===== config.mk =====
export PLATFORM = sky130hd
export DESIGN_NAME = chs_div
export DESIGN_NICKNAME = d
export VERILOG_FILES = /design/src/hdl/assert_macros.svh /design/src/hdl/chs_pkg.sv /design/src/hdl/chs_div.sv
export SDC_FILE = /design/constraint.sdc
export NUM_CORES = 1
export LEC_CHECK = 0
export ABC_AREA = 1
export BUFFER_PORTS_ARGS = -buffer_cell sky130_fd_sc_hd__buf_2
export CAP_MARGIN = 0
export CORE_MARGIN = 5
export CORE_UTILIZATION = 50
export CTS_BUF_LIST = sky130_fd_sc_hd__clkbuf_16
export DETAILED_ROUTE_END_ITERATION = 8
export HOLD_SLACK_MARGIN = 0.02
export PLACE_DENSITY = 0.72
export SLEW_MARGIN = 20
export SYNTH_ARGS = -nofsm -noshare
export SYNTH_HDL_FRONTEND = slang
export SYNTH_SLANG_ARGS = --single-unit

===== constraint.sdc =====
create_clock -name i_clk -period 3.4 [get_ports i_clk]
set_clock_uncertainty 0.05 [all_clocks]
set_input_delay 0.34 -clock i_clk [delete_from_list [all_inputs] [get_ports i_clk]]
set_output_delay 0.34 -clock i_clk [all_outputs]
set_load 0.01 [all_outputs]

===== src/hdl/assert_macros.svh =====
// Assertion macros used by the RTL. They expand to nothing in synthesis.
// The module that uses them must have i_clk and i_rst_n in scope.
`ifndef ASSERT_MACROS_SVH
`define ASSERT_MACROS_SVH
`ifndef SYNTHESIS
`define CHS_ASSERT(lbl, cond) \
    lbl: assert property (@(posedge i_clk) disable iff (!i_rst_n) (cond)) \
        else $error("assertion failed");
`define CHS_ASSERT_IMP(lbl, pre, post) \
    lbl: assert property (@(posedge i_clk) disable iff (!i_rst_n) (pre) |=> (post)) \
        else $error("assertion failed");
`else
`define CHS_ASSERT(lbl, cond)
`define CHS_ASSERT_IMP(lbl, pre, post)
`endif
`endif


===== src/hdl/chs_pkg.sv =====
package chs_pkg;

    localparam int TABLE_ENTRIES_DEF = 1024;
    localparam int NODE_CAPACITY_DEF = 4096;
    localparam int KEY_WIDTH_DEF     = 32;
    localparam int HASH_SHIFT        = 4;
    localparam int FIELD_W           = 13;
    localparam logic [FIELD_W-1:0] SEG_RESET = 13'd256;

    typedef enum logic [2:0] {
        CMD_ADD_CHK   = 3'd0,
        CMD_ADD_UNCHK = 3'd1,
        CMD_DELETE    = 3'd2,
        CMD_QUERY     = 3'd3,
        CMD_CLEAR     = 3'd4
    } t_cmd;

    typedef enum logic [3:0] {
        S_IDLE,
        S_DIV,
        S_CLR,
        S_BKT,
        S_HEAD,
        S_NODE,
        S_INS,
        S_FIN
    } t_state;

endpackage


===== src/hdl/chs_div.sv =====
module chs_div #(
    parameter int DW = 13
) (
    input  logic                         i_clk,
    input  logic                         i_rst_n,
    input  logic                         i_start,
    input  logic [DW-1:0]                i_dividend,
    input  logic [chs_pkg::FIELD_W-1:0]  i_divisor,
    output logic                         o_done,
    output logic [DW-1:0]                o_quot,
    output logic [chs_pkg::FIELD_W-1:0]  o_rem
);
    import chs_pkg::*;

    localparam int CW = $clog2(DW + 1);

    logic               r_busy;
    logic               r_done;
    logic [CW-1:0]      r_cnt;
    logic [DW-1:0]      r_q;
    logic [FIELD_W-1:0] r_r;
    logic [FIELD_W-1:0] r_d;
    logic [FIELD_W:0]   trial;
    logic               take;

    // One quotient bit per cycle, restoring.
    assign trial = {r_r, r_q[DW-1]};
    assign take  = trial >= {1'b0, r_d};

    always_ff @(posedge i_clk) begin
        if (!i_rst_n) begin
            r_busy <= 1'b0;
            r_done <= 1'b0;
            r_cnt  <= '0;
        end else begin
            r_done <= 1'b0;
            if (i_start) begin
                r_busy <= 1'b1;
                r_cnt  <= CW'(DW);
            end else if (r_busy) begin
                r_cnt <= r_cnt - 1'b1;
                if (r_cnt == CW'(1)) begin
                    r_busy <= 1'b0;
                    r_done <= 1'b1;
                end
            end
        end
    end

    always_ff @(posedge i_clk) begin
        if (i_start) begin
            r_q <= i_dividend;
            r_r <= '0;
            r_d <= i_divisor;
        end else if (r_busy) begin
            r_q <= {r_q[DW-2:0], take};
            r_r <= take ? FIELD_W'(trial - {1'b0, r_d}) : trial[FIELD_W-1:0];
        end
    end

    assign o_done = r_done;
    assign o_quot = r_q;
    assign o_rem  = r_r;

endmodule


==> impl_metrics.env <==
export IMPL_h_tree_depth=2
export IMPL_port_buffers=55
export IMPL_synth_area_sq_um=2810
export IMPL_finalNetCount=470
export IMPL_worst_pin_slew_ns=0.9331
export IMPL_hp_class="in2reg"
export IMPL_post_cts_setup_buffers=0
export IMPL_status="complete, no violations"
export IMPL_worst_path_max_fanout=15
export IMPL_cp_data_required_time_ns=3.40
export IMPL_placedCellCount=490
export IMPL_die_area_sq_um=7220
export IMPL_coreArea_sq_um=5473
export IMPL_ctsResizeCount=0
export IMPL_yosys_register_bits=45
export IMPL_power_density_nw_per_um2=398.0
export IMPL_final_antenna_net_count=0
export IMPL_end_kind="register"
export IMPL_overflow=0
export IMPL_yosysSeqAreaShare_pct=41.32
export IMPL_cts_buffers_inserted=5
export IMPL_cts_path_max_buffers=2
export IMPL_grt_pass1_vias=2414
export IMPL_cp_start_kind="register"
export IMPL_initialDrtViolationCount=125
export IMPL_maxSlewViolCount=0
export IMPL_die_x_um=84.97
export IMPL_diodes=0
export IMPL_drv_cap=0
export IMPL_ir_drop_uv=282.8
export IMPL_row_count=27
export IMPL_timing_final_ws_setup_ns=0.9614
export IMPL_rsz0062_at_grt="no"
export IMPL_p_total_mw=1.297
export IMPL_period_share_pct=71.72
export IMPL_drc_errors=0
export IMPL_viasPerCell=4.996
export IMPL_track_usage_pct=18.27
export IMPL_final_hold_viol_count=0
export IMPL_cts_hold_fix_buffers=0
export IMPL_final_setup_tns_ns=0
export IMPL_relSlewSlack_pct=37.56
export IMPL_yosys_warnings=0
export IMPL_p_leak_nw=1.763
export IMPL_layout_cells_non_filler=498
export IMPL_crit_type="reg2reg"
export IMPL_antenna_found_initial=0
export IMPL_dp_slack_ns=0.9681
export IMPL_finalSetupViolations=0
export IMPL_path_clk_slew_ns=0.06
export IMPL_grt_max_degree=19
export IMPL_routed_wl_um=6332
export IMPL_start_util_pct=51.35
export IMPL_detail_route_wl_per_cell_um=12.71
export IMPL_fin_crit_ns=2.439
export IMPL_cts_root_buffer="clkbuf_16"
export IMPL_cts_num_sinks=45
export IMPL_gp_congestion=0.9484
export IMPL_cp_arrival_ns=2.43
export IMPL_synth_nets=417
export IMPL_syn_area_per_cell_sq_um=7.554
export IMPL_clkLatencyLatePin_ns=0.29
export IMPL_first_pass_iters=4
export IMPL_synthCells=372
export IMPL_dp_hpwl_um=4890
export IMPL_grt_pass1_wl_um=10730
export IMPL_vias=2488
export IMPL_yosys_cell_types_count=32
export IMPL_tritoncts="yes"
export IMPL_drive_above_1_share_pct=20.89
export IMPL_fmax_mhz=410.1
export IMPL_boundaryPins=56
export IMPL_synthToLayoutAreaGrowth_pct=15.98
export IMPL_fp_dieH_um=84.97
stage by stage:
step | hold slack, ns | cell area, sq um | util, %
2_1_floorplan | 0.3889 | 2810 | -
3_3_place_gp | 0.4288 | 3120 | 57.02
3_5_place_dp | 0.4301 | 3120 | 57.02
4_1_cts | 0.1702 | 3259 | 59.56
5_1_grt | 0.1672 | 3259 | 59.56
6_report | 0.1750 | 3259 | 59.56
cell type report:
cell class | instances | area [sq um]
Clock inverter | 3 | 13.76
Fill cell | 522 | 2213
Tap cell | 72 | 90.09
Clock buffer | 5 | 125.1
Timing Repair Buffer | 56 | 282.8
Inverter | 72 | 270.3
Multi-Input combinational cell | 245 | 1316
Sequential cell | 45 | 1161
power breakdown:
group	internal, mW	switching [mW]
registers	0.618	0.0184
clock network	0.267	0.196
logic	0.0728	0.125
total	0.958	0.340
worst max-delay path, stage by stage (launching register included):
cell      delay [ns]
edfxtp_1        0.38
inv_1           0.09
ha_1            0.14
inv_1           0.07
fa_1            0.44
nand2_1         0.10
nand2_1         0.05
nand3_1         0.06
nand2_1         0.09
nand2_2         0.27
nand3_4         0.27
nand2_1         0.15
nand2_1         0.05
registers in the layout (all words and copies together) (netlist names):
signal / count
o_quot: 13
o_rem: 13
r_d: 13
o_done: 1
r_busy: 1
r_cnt: 4
layout by cell type, fill, tap and decap left out, types with 4 or more instances in the layout:
| cell type | count |
|---|---|
| edfxtp_1 | 26 |
| inv_1 | 69 |
| nand2_1 | 127 |
| nor2_1 | 13 |
| o21ai_0 | 5 |
| nand4_1 | 18 |
| buf_2 | 55 |
| nand3_1 | 28 |
| inv_2 | 4 |
| a21oi_1 | 5 |
| clkbuf_16 | 5 |
| nand2_2 | 6 |
| nand3_2 | 7 |
| nor2_2 | 4 |
| dfxtp_1 | 19 |
| ha_1 | 15 |
kinds of logic (layout without fill, tap and decap cells):
kind of cell | count (synthesis) | count (layout) | synth area share [%]
AOI/OAI and AO/OA | 17 | 17 | 3.829
adders and majority gates | 16 | 16 | 7.391
xor gates and xnor gates | 5 | 5 | 1.559
DFF | 45 | 45 | 41.32
buffers and inverters | 82 | 136 | 11.84
and+or+nand+nor | 207 | 207 | 34.06
metal layers:
layer,track usage [%],vias up,routed length (um),part of all wire [%]
li1,-,1281,-,-
met1,24.45,1139,2927,46
met2,29.31,61,2847,45
met5,0,-,0,0
met3,4.272,7,469,7.4
met4,5.612,0,87,1.4
synth_stat cells (all sizes together):
library cell | n | area (sq um)
o21ai | 8 | 43.79
edfxtp | 26 | 780.8
nor3 | 1 | 5.000
xnor2 | 3 | 26.28
dfxtp | 19 | 380.4
a211oi | 1 | 7.510
buf | 7 | 51.30
nand3 | 36 | 227.7
clkbuf | 3 | 11.26
nand4 | 19 | 125.1
xor2 | 2 | 17.52
a21oi | 6 | 41.29
inv | 72 | 270.3
o21a | 1 | 7.510
nor2 | 18 | 85.08
o211ai | 1 | 7.510
fa | 1 | 20.02
nand2 | 133 | 514.3
ha | 15 | 187.7
worst paths after layout:
kind | startpoint | to | slack, ns | depth (start not counted)
setup / recovery | o_quot[12] | o_quot[0] | 0.96 | 12
hold / removal | i_divisor[2] | r_d[2] | 0.18 | 1
setup reg to reg | o_quot[12] | o_quot[0] | 0.96 | 12
hold reg to reg | o_rem[11] | o_rem[11] | 0.44 | 2
Power figures use the tool's default switching activity.
